==> config.mk <==
export PLATFORM = sky130hd
export DESIGN_NAME = json_string_unescape_utf8
export DESIGN_NICKNAME = d
export VERILOG_FILES = /design/src/jsu_pkg.sv /design/src/jsu_front.sv /design/src/jsu_fifo.sv /design/src/jsu_back.sv /design/src/json_string_unescape_utf8.sv
export SDC_FILE = /design/constraint.sdc
export NUM_CORES = 1
export LEC_CHECK = 0
export BUFFER_PORTS_ARGS = -buffer_cell sky130_fd_sc_hd__buf_2
export CORE_MARGIN = 2
export CORE_UTILIZATION = 35
export DETAILED_ROUTE_END_ITERATION = 8
export PLACE_DENSITY = 0.53
export SLEW_MARGIN = 40
export SYNTH_ARGS = -nofsm -noshare
export SYNTH_HDL_FRONTEND = slang
export SYNTH_HIERARCHICAL = 1
export SYNTH_SLANG_ARGS = --single-unit
==> constraint.sdc <==
create_clock -name clk -period 5.01 [get_ports clk]
set_clock_uncertainty 0.05 [all_clocks]
set_input_delay 1.002 -clock clk [delete_from_list [all_inputs] [get_ports clk]]
set_output_delay 1.002 -clock clk [all_outputs]
set_load 0.005 [all_outputs]
==> src/jsu_pkg.sv <==
// Shared types and constants for the JSON string unescaper.
`default_nettype none
package jsu_pkg;

    localparam int QueueDepth = 4;

    localparam logic [1:0] KIND_DATA   = 2'd0;
    localparam logic [1:0] KIND_END    = 2'd1;
    localparam logic [1:0] KIND_NOTSTR = 2'd2;

    localparam logic [7:0] CH_NUL   = 8'h00;
    localparam logic [7:0] CH_QUOTE = 8'h22;
    localparam logic [7:0] CH_BSL   = 8'h5C;
    localparam logic [7:0] CH_B     = 8'h62;
    localparam logic [7:0] CH_F     = 8'h66;
    localparam logic [7:0] CH_N     = 8'h6E;
    localparam logic [7:0] CH_R     = 8'h72;
    localparam logic [7:0] CH_T     = 8'h74;
    localparam logic [7:0] CH_U     = 8'h75;

    typedef enum logic [2:0] {
        MODE_WAIT = 3'd0,
        MODE_STR  = 3'd1,
        MODE_ESC  = 3'd2,
        MODE_HEX1 = 3'd3,
        MODE_SBS  = 3'd4,
        MODE_SU   = 3'd5,
        MODE_HEX2 = 3'd6
    } mode_t;

    // Result bytes of one source byte; bytes[0] goes out first.
    typedef struct packed {
        logic [3:0][7:0] bytes;
        logic [2:0]      count;
        logic [1:0]      kind;
    } pkt_t;

endpackage
`default_nettype wire

==> src/jsu_front.sv <==
// Front end: takes source bytes, tracks string and escape state, builds result packets.
`default_nettype none
module jsu_front (
    input  wire logic          clk,
    input  wire logic          rst_n,
    input  wire logic          in_valid,
    output logic               in_ready,
    input  wire logic [7:0]    text_byte,
    input  wire logic          q_full,
    output logic               push,
    output jsu_pkg::pkt_t      pkt
);

    jsu_pkg::mode_t mode_reg, mode_next;
    logic [1:0]     digit_count_reg, digit_count_next;
    logic [15:0]    code_accum_reg, code_accum_next;
    logic [9:0]     high_half_reg, high_half_next;
    logic           digit_bad_reg, digit_bad_next;

    logic           accept;
    logic [3:0]     hex_val;
    logic           hex_ok;
    logic [15:0]    acc_new;
    logic           bad_new;
    logic           done;
    logic [15:0]    uc1;
    logic [20:0]    cp2;
    jsu_pkg::pkt_t  utf1;
    jsu_pkg::pkt_t  utf2;

    function automatic jsu_pkg::pkt_t utf8_encode(input logic [20:0] cp);
        jsu_pkg::pkt_t r;
        r.bytes = '0;
        r.kind  = jsu_pkg::KIND_DATA;
        if (cp < 21'h80) begin
            r.bytes[0] = {1'b0, cp[6:0]};
            r.count    = 3'd1;
        end else if (cp < 21'h800) begin
            r.bytes[0] = {3'b110, cp[10:6]};
            r.bytes[1] = {2'b10, cp[5:0]};
            r.count    = 3'd2;
        end else if (cp < 21'h10000) begin
            r.bytes[0] = {4'b1110, cp[15:12]};
            r.bytes[1] = {2'b10, cp[11:6]};
            r.bytes[2] = {2'b10, cp[5:0]};
            r.count    = 3'd3;
        end else begin
            r.bytes[0] = {5'b11110, cp[20:18]};
            r.bytes[1] = {2'b10, cp[17:12]};
            r.bytes[2] = {2'b10, cp[11:6]};
            r.bytes[3] = {2'b10, cp[5:0]};
            r.count    = 3'd4;
        end
        return r;
    endfunction

    function automatic jsu_pkg::pkt_t single(input logic [7:0] b, input logic [1:0] k);
        jsu_pkg::pkt_t r;
        r.bytes    = '0;
        r.bytes[0] = b;
        r.count    = 3'd1;
        r.kind     = k;
        return r;
    endfunction

    function automatic logic [7:0] escape_map(input logic [7:0] b);
        logic [7:0] r;
        r = b;
        case (b)
            jsu_pkg::CH_B: r = 8'h08;
            jsu_pkg::CH_F: r = 8'h0C;
            jsu_pkg::CH_N: r = 8'h0A;
            jsu_pkg::CH_R: r = 8'h0D;
            jsu_pkg::CH_T: r = 8'h09;
            default:       r = b;
        endcase
        return r;
    endfunction

    assign in_ready = !q_full;
    assign accept   = in_valid && in_ready;

    always_comb
    begin
        hex_ok  = 1'b1;
        hex_val = 4'd0;
        if (text_byte >= 8'h30 && text_byte <= 8'h39) begin
            hex_val = text_byte[3:0];
        end else if ((text_byte >= 8'h61 && text_byte <= 8'h66) ||
                     (text_byte >= 8'h41 && text_byte <= 8'h46)) begin
            hex_val = text_byte[3:0] + 4'd9;
        end else begin
            hex_ok = 1'b0;
        end
    end

    assign acc_new = {code_accum_reg[11:0], hex_val};
    assign bad_new = digit_bad_reg || !hex_ok;
    assign done    = (digit_count_reg == 2'd3);
    assign uc1     = bad_new ? 16'd0 : acc_new;
    assign cp2     = 21'h10000 + {1'b0, high_half_reg, acc_new[9:0]};
    assign utf1    = utf8_encode({5'd0, uc1});
    assign utf2    = utf8_encode(cp2);

    always_comb
    begin
        mode_next        = mode_reg;
        digit_count_next = digit_count_reg;
        code_accum_next  = code_accum_reg;
        high_half_next   = high_half_reg;
        digit_bad_next   = digit_bad_reg;
        unique case (mode_reg)
            jsu_pkg::MODE_WAIT:
            begin
                if (text_byte == jsu_pkg::CH_QUOTE) mode_next = jsu_pkg::MODE_STR;
            end
            jsu_pkg::MODE_STR, jsu_pkg::MODE_SBS:
            begin
                if (text_byte == jsu_pkg::CH_QUOTE || text_byte == jsu_pkg::CH_NUL) begin
                    mode_next = jsu_pkg::MODE_WAIT;
                end else if (text_byte == jsu_pkg::CH_BSL) begin
                    mode_next = (mode_reg == jsu_pkg::MODE_SBS) ? jsu_pkg::MODE_SU
                                                               : jsu_pkg::MODE_ESC;
                end else begin
                    mode_next = jsu_pkg::MODE_STR;
                end
            end
            jsu_pkg::MODE_ESC, jsu_pkg::MODE_SU:
            begin
                if (text_byte == jsu_pkg::CH_NUL) begin
                    mode_next = jsu_pkg::MODE_WAIT;
                end else if (text_byte == jsu_pkg::CH_U) begin
                    mode_next        = (mode_reg == jsu_pkg::MODE_SU) ? jsu_pkg::MODE_HEX2
                                                                     : jsu_pkg::MODE_HEX1;
                    digit_count_next = 2'd0;
                    code_accum_next  = 16'd0;
                    digit_bad_next   = 1'b0;
                end else begin
                    mode_next = jsu_pkg::MODE_STR;
                end
            end
            jsu_pkg::MODE_HEX1, jsu_pkg::MODE_HEX2:
            begin
                if (text_byte == jsu_pkg::CH_NUL) begin
                    mode_next = jsu_pkg::MODE_WAIT;
                end else begin
                    code_accum_next = acc_new;
                    digit_bad_next  = bad_new;
                    if (!done) begin
                        digit_count_next = digit_count_reg + 2'd1;
                    end else if (mode_reg == jsu_pkg::MODE_HEX1 &&
                                 uc1[15:10] == 6'b110110) begin
                        mode_next      = jsu_pkg::MODE_SBS;
                        high_half_next = uc1[9:0];
                    end else begin
                        mode_next = jsu_pkg::MODE_STR;
                    end
                end
            end
            default:
            begin
                mode_next = jsu_pkg::MODE_WAIT;
            end
        endcase
    end

    always_comb
    begin
        pkt = single(8'h00, jsu_pkg::KIND_DATA);
        pkt.count = 3'd0;
        unique case (mode_reg)
            jsu_pkg::MODE_WAIT:
            begin
                if (text_byte != jsu_pkg::CH_QUOTE) pkt = single(8'h00, jsu_pkg::KIND_NOTSTR);
            end
            jsu_pkg::MODE_STR, jsu_pkg::MODE_SBS:
            begin
                if (text_byte == jsu_pkg::CH_QUOTE || text_byte == jsu_pkg::CH_NUL) begin
                    pkt = single(8'h00, jsu_pkg::KIND_END);
                end else if (text_byte != jsu_pkg::CH_BSL) begin
                    pkt = single(text_byte, jsu_pkg::KIND_DATA);
                end
            end
            jsu_pkg::MODE_ESC, jsu_pkg::MODE_SU:
            begin
                if (text_byte == jsu_pkg::CH_NUL) begin
                    pkt = single(8'h00, jsu_pkg::KIND_END);
                end else if (text_byte != jsu_pkg::CH_U) begin
                    pkt = single(escape_map(text_byte), jsu_pkg::KIND_DATA);
                end
            end
            jsu_pkg::MODE_HEX1:
            begin
                if (text_byte == jsu_pkg::CH_NUL) begin
                    pkt = single(8'h00, jsu_pkg::KIND_END);
                end else if (done && uc1 != 16'd0 && uc1[15:11] != 5'b11011) begin
                    pkt = utf1;
                end
            end
            jsu_pkg::MODE_HEX2:
            begin
                if (text_byte == jsu_pkg::CH_NUL) begin
                    pkt = single(8'h00, jsu_pkg::KIND_END);
                end else if (done && !bad_new && acc_new[15:10] == 6'b110111) begin
                    pkt = utf2;
                end
            end
            default:
            begin
                pkt = single(8'h00, jsu_pkg::KIND_NOTSTR);
            end
        endcase
    end

    assign push = accept && (pkt.count != 3'd0);

    always_ff @(posedge clk or negedge rst_n)
    begin
        if (!rst_n) begin
            mode_reg        <= jsu_pkg::MODE_WAIT;
            digit_count_reg <= 2'd0;
            code_accum_reg  <= 16'd0;
            high_half_reg   <= 10'd0;
            digit_bad_reg   <= 1'b0;
        end else if (accept) begin
            mode_reg        <= mode_next;
            digit_count_reg <= digit_count_next;
            code_accum_reg  <= code_accum_next;
            high_half_reg   <= high_half_next;
            digit_bad_reg   <= digit_bad_next;
        end
    end

endmodule
`default_nettype wire

==> src/jsu_fifo.sv <==
// Small packet queue between the front end and the output serializer.
`default_nettype none
module jsu_fifo #(
    parameter int Depth = jsu_pkg::QueueDepth
) (
    input  wire logic          clk,
    input  wire logic          rst_n,
    input  wire logic          push,
    input  wire jsu_pkg::pkt_t wr_data,
    output logic               full,
    input  wire logic          pop,
    output jsu_pkg::pkt_t      rd_data,
    output logic               rd_valid
);

    localparam int AW = (Depth > 1) ? $clog2(Depth) : 1;
    localparam int CW = $clog2(Depth + 1);

    jsu_pkg::pkt_t mem_reg [Depth];
    logic [AW-1:0] wr_ptr_reg, wr_ptr_next;
    logic [AW-1:0] rd_ptr_reg, rd_ptr_next;
    logic [CW-1:0] count_reg, count_next;
    logic          do_push;
    logic          do_pop;

    assign full     = (count_reg == CW'(Depth));
    assign rd_valid = (count_reg != '0);
    assign do_push  = push && !full;
    assign do_pop   = pop && rd_valid;
    assign rd_data  = mem_reg[rd_ptr_reg];

    always_comb
    begin
        wr_ptr_next = wr_ptr_reg;
        rd_ptr_next = rd_ptr_reg;
        count_next  = count_reg;
        if (do_push) begin
            wr_ptr_next = (wr_ptr_reg == AW'(Depth - 1)) ? '0 : wr_ptr_reg + AW'(1);
        end
        if (do_pop) begin
            rd_ptr_next = (rd_ptr_reg == AW'(Depth - 1)) ? '0 : rd_ptr_reg + AW'(1);
        end
        if (do_push && !do_pop) begin
            count_next = count_reg + CW'(1);
        end else if (do_pop && !do_push) begin
            count_next = count_reg - CW'(1);
        end
    end

    always_ff @(posedge clk)
    begin
        if (do_push) mem_reg[wr_ptr_reg] <= wr_data;
    end

    always_ff @(posedge clk or negedge rst_n)
    begin
        if (!rst_n) begin
            wr_ptr_reg <= '0;
            rd_ptr_reg <= '0;
            count_reg  <= '0;
        end else begin
            wr_ptr_reg <= wr_ptr_next;
            rd_ptr_reg <= rd_ptr_next;
            count_reg  <= count_next;
        end
    end

endmodule
`default_nettype wire

==> src/jsu_back.sv <==
// Back end: sends each queued packet out one byte per transfer through an output register.
`default_nettype none
module jsu_back (
    input  wire logic          clk,
    input  wire logic          rst_n,
    input  wire jsu_pkg::pkt_t head,
    input  wire logic          head_valid,
    output logic               pop,
    output logic               out_valid,
    input  wire logic          out_ready,
    output logic [7:0]         out_byte,
    output logic [1:0]         kind,
    output logic               last
);

    logic       valid_reg, valid_next;
    logic [7:0] byte_reg, byte_next;
    logic [1:0] kind_reg, kind_next;
    logic       last_reg, last_next;
    logic [1:0] idx_reg, idx_next;
    logic       load;
    logic       at_end;

    assign load   = head_valid && (!valid_reg || out_ready);
    assign at_end = ({1'b0, idx_reg} + 3'd1 == head.count);
    assign pop    = load && at_end;

    always_comb
    begin
        valid_next = valid_reg;
        byte_next  = byte_reg;
        kind_next  = kind_reg;
        last_next  = last_reg;
        idx_next   = idx_reg;
        if (!valid_reg || out_ready) begin
            valid_next = head_valid;
        end
        if (load) begin
            byte_next = head.bytes[idx_reg];
            kind_next = head.kind;
            last_next = at_end;
            idx_next  = at_end ? 2'd0 : idx_reg + 2'd1;
        end
    end

    always_ff @(posedge clk or negedge rst_n)
    begin
        if (!rst_n) begin
            valid_reg <= 1'b0;
            idx_reg   <= 2'd0;
        end else begin
            valid_reg <= valid_next;
            idx_reg   <= idx_next;
        end
    end

    always_ff @(posedge clk)
    begin
        byte_reg <= byte_next;
        kind_reg <= kind_next;
        last_reg <= last_next;
    end

    assign out_valid = valid_reg;
    assign out_byte  = byte_reg;
    assign kind      = kind_reg;
    assign last      = last_reg;

endmodule
`default_nettype wire

==> src/json_string_unescape_utf8.sv <==
// Path: the results of a source byte pass through the packet queue and then the output register.
// Throughput: one source byte per cycle in while the queue is not full, and one result
// byte per cycle out while out_ready is high; a source byte that yields several results
// holds the output register for one transfer per result, and the packet queue between
// front end and output register absorbs the difference. Reset: asynchronous, active low;
// it returns to waiting for an opening quote and empties the queue and the output register.
`default_nettype none
module json_string_unescape_utf8 #(
    parameter int QueueDepth = jsu_pkg::QueueDepth
) (
    input  wire logic       clk,
    input  wire logic       rst_n,
    input  wire logic       in_valid,
    output logic            in_ready,
    input  wire logic [7:0] text_byte,
    output logic            out_valid,
    input  wire logic       out_ready,
    output logic [7:0]      out_byte,
    output logic [1:0]      kind,
    output logic            last
);

    jsu_pkg::pkt_t front_pkt;
    jsu_pkg::pkt_t head_pkt;
    logic          q_push;
    logic          q_full;
    logic          q_pop;
    logic          q_valid;

    jsu_front u_front (
        .clk       (clk),
        .rst_n     (rst_n),
        .in_valid  (in_valid),
        .in_ready  (in_ready),
        .text_byte (text_byte),
        .q_full    (q_full),
        .push      (q_push),
        .pkt       (front_pkt)
    );

    jsu_fifo #(
        .Depth (QueueDepth)
    ) u_fifo (
        .clk      (clk),
        .rst_n    (rst_n),
        .push     (q_push),
        .wr_data  (front_pkt),
        .full     (q_full),
        .pop      (q_pop),
        .rd_data  (head_pkt),
        .rd_valid (q_valid)
    );

    jsu_back u_back (
        .clk        (clk),
        .rst_n      (rst_n),
        .head       (head_pkt),
        .head_valid (q_valid),
        .pop        (q_pop),
        .out_valid  (out_valid),
        .out_ready  (out_ready),
        .out_byte   (out_byte),
        .kind       (kind),
        .last       (last)
    );

    a_marker_is_last: assert property (@(posedge clk) disable iff (!rst_n)
        out_valid && kind != jsu_pkg::KIND_DATA |-> last)
        else $error("end or not-a-string result is not the last of its byte");

    a_marker_zero: assert property (@(posedge clk) disable iff (!rst_n)
        out_valid && kind != jsu_pkg::KIND_DATA |-> out_byte == 8'h00)
        else $error("end or not-a-string result carries a nonzero byte");

    a_packet_continues: assert property (@(posedge clk) disable iff (!rst_n)
        out_valid && out_ready && !last |=> out_valid)
        else $error("multi-byte sequence broken after a transfer");

    a_pop_needs_data: assert property (@(posedge clk) disable iff (!rst_n)
        q_pop |-> q_valid)
        else $error("packet queue popped while empty");

endmodule
`default_nettype wire

# Word-level counts from Yosys, hierarchy flattened
# Memories as Yosys holds them, arrays and structs flattened.
# Cells that the tools add are included.
[word_totals]
regBits = 49
latch_bits = 0
mem_bits_rw = 148
romBits = 0
in_bits = 12
elab_cells = 166
mem_count = 1
[mem_list]
columns = ["memory", "words", "width", "read_ports", "rd_ports_with_merged_regs", "wr", "line_no", "source"]
rows = [
  ["u_fifo.mem_reg", 4, 37, 1, 0, 1, "jsu_fifo.sv:19", "jsu_pkg::pkt_t mem_reg [Depth];"],
]
[classes]
addsub = 9
n_mul = 0
div = 0
n_lt_le_gt_ge = 12
eq_ne = 31
shifts = 0
n_mux = 59
bitwise_logic = 1
reduce_logical = 40
[op_table]
columns = ["operator", "count"]
rows = [
  ["two-way mux 37 bit", 5],
  ["one-hot mux 37 bit (5 select lines)", 1],
  ["== test 8 x 7 -> 1 bit (second input constant)", 7],
  ["two-way mux 16 bit", 3],
  ["one-hot mux 8 bit (5 select lines)", 1],
  ["two-way mux 3 bit", 13],
  ["two-way mux 12 bit", 3],
  ["two-way mux 29 bit", 1],
  ["two-way mux 13 bit", 2],
  ["two-way mux 25 bit", 1],
  ["two-way mux 24 bit", 1],
  ["two-way mux 8 bit", 3],
  ["one-hot mux 12 bit (2 select lines)", 1],
  ["two-way mux 11 bit", 2],
  ["adder 17 x 20 -> 21 bit (first input constant)", 1],
  ["less-than comparator 21 x 12 -> 1 bit (second input constant)", 1],
  ["less-than comparator 21 x 17 -> 1 bit (second input constant)", 1],
  ["less-than comparator 21 x 8 -> 1 bit (second input constant)", 1],
  ["two-way mux 19 bit", 1],
  ["two-way mux 17 bit", 1],
  ["binary-select mux 8 bit (select 2 bit)", 1],
  [">= comparator 8 x 7 -> 1 bit (second input constant)", 2],
  ["<= comparator 8 x 7 -> 1 bit (second input constant)", 2],
  ["logical AND 1 bit", 16],
  ["41 further kinds", 81],
]

# Logic depth before layout (Yosys ltp)
[logic_depth]
word_depth = 21
mapped_depth = 15

# By module
# The synthesis kept the hierarchy.
[modules_own_cells]
columns = ["module", "instances", "cells_per_inst", "area_each_um2", "seq_area_each_um2"]
rows = [
  ["jsu_fifo", 1, 230, 5766.8, 4619.4],
  ["jsu_front", 1, 420, 3110.5, 700.7],
  ["jsu_back", 1, 40, 748.2, 405.4],
]

# Worst setup path after synthesis
# OpenSTA, ideal clock, no wires.
[synth_path]
path_kind = "input port to flip-flop"
startpoint = "in text_byte[4]"
endpoint = "mem u_fifo/mem_reg[3][0] in the netlist's numbering, enable pin"
setup_ns = 0.432
arrival_time_ns = 4.455
t_required_ns = 4.528
setup_slack_ns = 0.073
stages = 9
n_path_buf = 1
cell_sequence = "buf_6 -> or4b_4 -> nor3_2 -> o21ai_0 -> a221oi_2 -> a32oi_1 -> a21oi_1 -> nand2_1 -> nor2_1"
[synth_between]
elab_chain_len = 19
elab_cells_between_ends = 56
[synth_lines]
columns = ["item", "line_no", "source"]
rows = [
  ["start, declared", "json_string_unescape_utf8.sv:15", "input wire logic [7:0] text_byte,"],
  ["parallel branches: the longest is 13 deep, another holds adder 17 x 20 -> 21 bit", "n/a", ""],
  ["one-hot mux 37 bit (5 select lines) *", "jsu_front.sv:171", "unique case (mode_reg)"],
  ["nonzero test 3 bit *", "jsu_front.sv:215", "assign push = accept && (pkt.count != 3'd0);"],
  ["logical AND 1 bit *", "jsu_front.sv:215", ""],
  ["named net q_push", "json_string_unescape_utf8.sv:25", "logic q_push;"],
  ["logical AND 1 bit *", "jsu_fifo.sv:28", "assign do_push = push && !full;"],
  ["two-way mux 1 bit *", "jsu_fifo.sv:52", "if (do_push) mem_reg[wr_ptr_reg] <= wr_data;"],
  ["two-way mux 1 bit (not written as such) *", "jsu_fifo.sv:52", ""],
  ["end, declared", "jsu_fifo.sv:19", ""],
]
# Mark *: on every way through the listed nets, which the timed path passes.

# Worst setup path in the final report
[layout_path]
startpoint = "in text_byte[0]"
endpoint = "reg u_fifo.count_reg[1]"
[layout_between]
elab_cells_between_ends = 60
[layout_lines]
columns = ["item", "line_no", "source"]
rows = [
  ["parallel branches: the longest is 13 deep, another holds adder 17 x 20 -> 21 bit", "n/a", ""],
  ["one-hot mux 37 bit (5 select lines) *", "jsu_front.sv:171", ""],
  ["nonzero test 3 bit *", "jsu_front.sv:215", ""],
  ["logical AND 1 bit *", "jsu_front.sv:215", ""],
  ["named net q_push", "json_string_unescape_utf8.sv:25", ""],
  ["logical AND 1 bit *", "jsu_fifo.sv:28", ""],
  ["named net u_fifo.do_push", "jsu_fifo.sv:23", "logic do_push;"],
  ["logical AND 1 bit *", "jsu_fifo.sv:43", "if (do_push && !do_pop) begin"],
  ["two-way mux 3 bit *", "jsu_fifo.sv:43", ""],
  ["named net u_fifo.count_next[1]", "jsu_fifo.sv:22", "logic [CW-1:0] count_reg, count_next;"],
  ["end signal, assigned", "jsu_fifo.sv:64", "count_reg <= count_next;"],
  ["end, declared", "jsu_fifo.sv:22", ""],
]
# Marks and branches as above.
# A chain may end at the register's enable or synchronous reset.

==> results.json <==
{
  "status": "finished clean",
  "yosysWarnings": 6,
  "synth_area_leaders": "edfxtp_1 (50%), dfrtp_1 (9.9%), mux4_2 (8.7%)",
  "cp.arrival_ps": 4370,
  "antenna_found_initial": 0,
  "finalSetupViolCount": 0,
  "finalInstanceArea_mm2": 0.0107,
  "cp-end-kind": "flop",
  "vias": 6045,
  "maxCapViolCount": 0,
  "avgSynthCellArea_um2": 13.9,
  "grt_remaining_overflow": 0,
  "slew_headroom": 0.484,
  "io_pins": 25,
  "routed_via_density": 5.68,
  "drc": 0,
  "io_buffers": 24,
  "synth_edf_count": 159,
  "cts_tree": "built",
  "cts_setup_buffers": 0,
  "clkLatencyLatePin_ps": 420,
  "final_util": 0.398,
  "worst_setup_path_start_kind": "primary input",
  "cts_buffers": 17,
  "finalMaxSlewViolations": 0,
  "dpl_cell_area_mm2": 0.0102,
  "cts_hold_buf": 0,
  "dp.cells": 1032,
  "post_cts_resized": 0,
  "synthFlopType": "edfxtp_1",
  "path_class": "primary input to flop",
  "regArea_mm2": 0.00573,
  "yosysMostFrequentCell": "edfxtp_1",
  "fmax_mhz": 243,
  "h-tree-depth": 4,
  "synth_seq_cells": 197,
  "cp.required_ps": 5270,
  "place_ws_ps": 494,
  "synth_sequential_area_ratio": 0.595,
  "wl_per_cell_um": 21.8,
  "routabilityCongestion": 0.933,
  "timing.final.ws_setup_ps": 901,
  "drtPass1Iterations": 5,
  "die_x_um": 170,
  "grt_use_total": 0.167,
  "die_h_um": 170,
  "rows": 60,
  "ys_types": 84,
  "synth_area_mm2": 0.00963,
  "fin_crit_sh": 0.820,
  "core_mm2": 0.0270,
  "diodes": 0,
  "tns_ps": 0,
  "hpwl_um": 15900,
  "grt_pass1_vias": 6143,
  "clk_path_buf_depth": 2,
  "holdCritPathClass": "flop to flop",
  "initial_utilization": 0.357,
  "synth_area_leader_cell": "edfxtp_1",
  "fin_nets": 737,
  "areaGrowthSynthToFinish_pct": 11.4,
  "dieArea_mm2": 0.0288,
  "synth.cells.most_frequent": "edfxtp_1 (159), nor2_1 (50), dfrtp_1 (38)",
  "drt_iter0_drc": 477,
  "clk_pin_slew_ps": 70,
  "hold_violations": 0,
  "synthCells": 690,
  "cts_root_buf": "clkbuf_16",
  "fillerInstances": 2476,
  "drive_above_1_share": 0.205,
  "ant_nets": 0,
  "multi_input_area_mm2": 0.00361,
  "ys_async_sr_fraction": 0.193,
  "rsz0062_at_grt": "false",
  "cellPowerDensity_mw_per_mm2": 458,
  "wirelength_um": 23200,
  "grt_max_degree": 39,
  "worst_slew_pin_slew_ps": 765,
  "cp_max_fo": 8,
  "period_minus_slack_ps": 4110,
  "synth.top_cell.area_share": 0.496,
  "cts_sinks": 197,
  "grt_pass1_wl_um": 36200,
  "largest_reg_flops": 148,
  "peakVddDrop_v": 0.000225,
  "leakage_uw": 0.00367,
  "instances_no_fill": 1064
}
## cells by family after synthesis
kind of cell | Yosys count | share of synthesized area
simple gates | 189 | 0.105
fa+ha+maj | 15 | 0.0203
buf+inv | 64 | 0.0320
xor+xnor | 8 | 0.00806
flops | 197 | 0.595
mux | 56 | 0.121
compound gates | 160 | 0.119
other cells | 1 | 0.000390
## layout make-up
type | count | area share
Sequential cell | 197 | 0.534
Multi-Input combinational cell | 431 | 0.337
Tap cell | 341 | 0.0398
Clock buffer | 17 | 0.0397
Timing Repair Buffer | 43 | 0.0294
Clock inverter | 15 | 0.0130
Inverter | 20 | 0.00700
## worst max-delay path, cell delays in order
cell	delay (ps)
buf_2	150
inv_1	150
ha_1	200
nor3b_1	460
nor3_2	110
buf_4	180
o21ai_0	340
nor3_1	110
a32oi_1	300
a21oi_1	180
nor2b_1	180
ha_1	250
inv_1	80
fa_1	410
mux2_2	270
## per-stage QoR
step / hold WS [ps] / power (µW)
finish: 447 / 4910
global route: 486 / 5180
CTS: 456 / 4990
detailed placement: 442 / 3690
global placement: 416 / 3660
floorplan: 395 / 3280
## cell usage in the layout (no fill, tap or decap), drive strengths merged, types with 7 or more instances in the layout
cell	n
dfrtp	38
edfxtp	159
mux4	45
mux2	7
nor4	10
inv	27
o21ai	41
a21oi	38
ha	14
nand3b	8
o22ai	8
nand2b	14
nand3	17
nor3	13
clkinv	7
a211oi	9
clkbuf	17
nor2	50
nand2	39
buf	43
a22o	10
## layer usage
| metal | vias to the layer above | wire [µm] | GRT usage |
|---|---|---|---|
| met5 | - | 0 | 0 |
| met4 | 0 | 401 | 0.0450 |
| met3 | 26 | 910 | 0.0277 |
| met2 | 170 | 11300 | 0.277 |
| met1 | 3088 | 10600 | 0.228 |
| li1 | 2761 | - | - |
## where the power goes
group	switching (µW)	leakage, µW	total, µW	internal, µW
sequential	214	0.00200	2360	2150
combinational	591	0.00139	1250	663
clock	636	0.000279	1290	659
total	1440	0.00367	4910	3470
## final timing paths
path / startpoint / to / slack, ps / depth (start not counted)
max in group asynchronous: rst_n / u_fifo/rd_ptr_reg[0]$_DFFE_PN0P_ / 3990 / 1
min in group asynchronous: rst_n / u_fifo/wr_ptr_reg[1]$_DFFE_PN0P_ / 500 / 1
setup / recovery: text_byte[0] / u_fifo/count_reg[1]$_DFFE_PN0P_ / 900 / 15
hold / removal: u_fifo/count_reg[2]$_DFFE_PN0P_ / u_fifo/count_reg[2]$_DFFE_PN0P_ / 450 / 1
setup reg to reg: u_front/code_accum_reg[9]$_DFFE_PN0P_ / u_fifo/count_reg[1]$_DFFE_PN0P_ / 1350 / 11
hold reg to reg: u_fifo/count_reg[2]$_DFFE_PN0P_ / u_fifo/count_reg[2]$_DFFE_PN0P_ / 450 / 1
No activity file was read; power rests on OpenSTA's default activity.
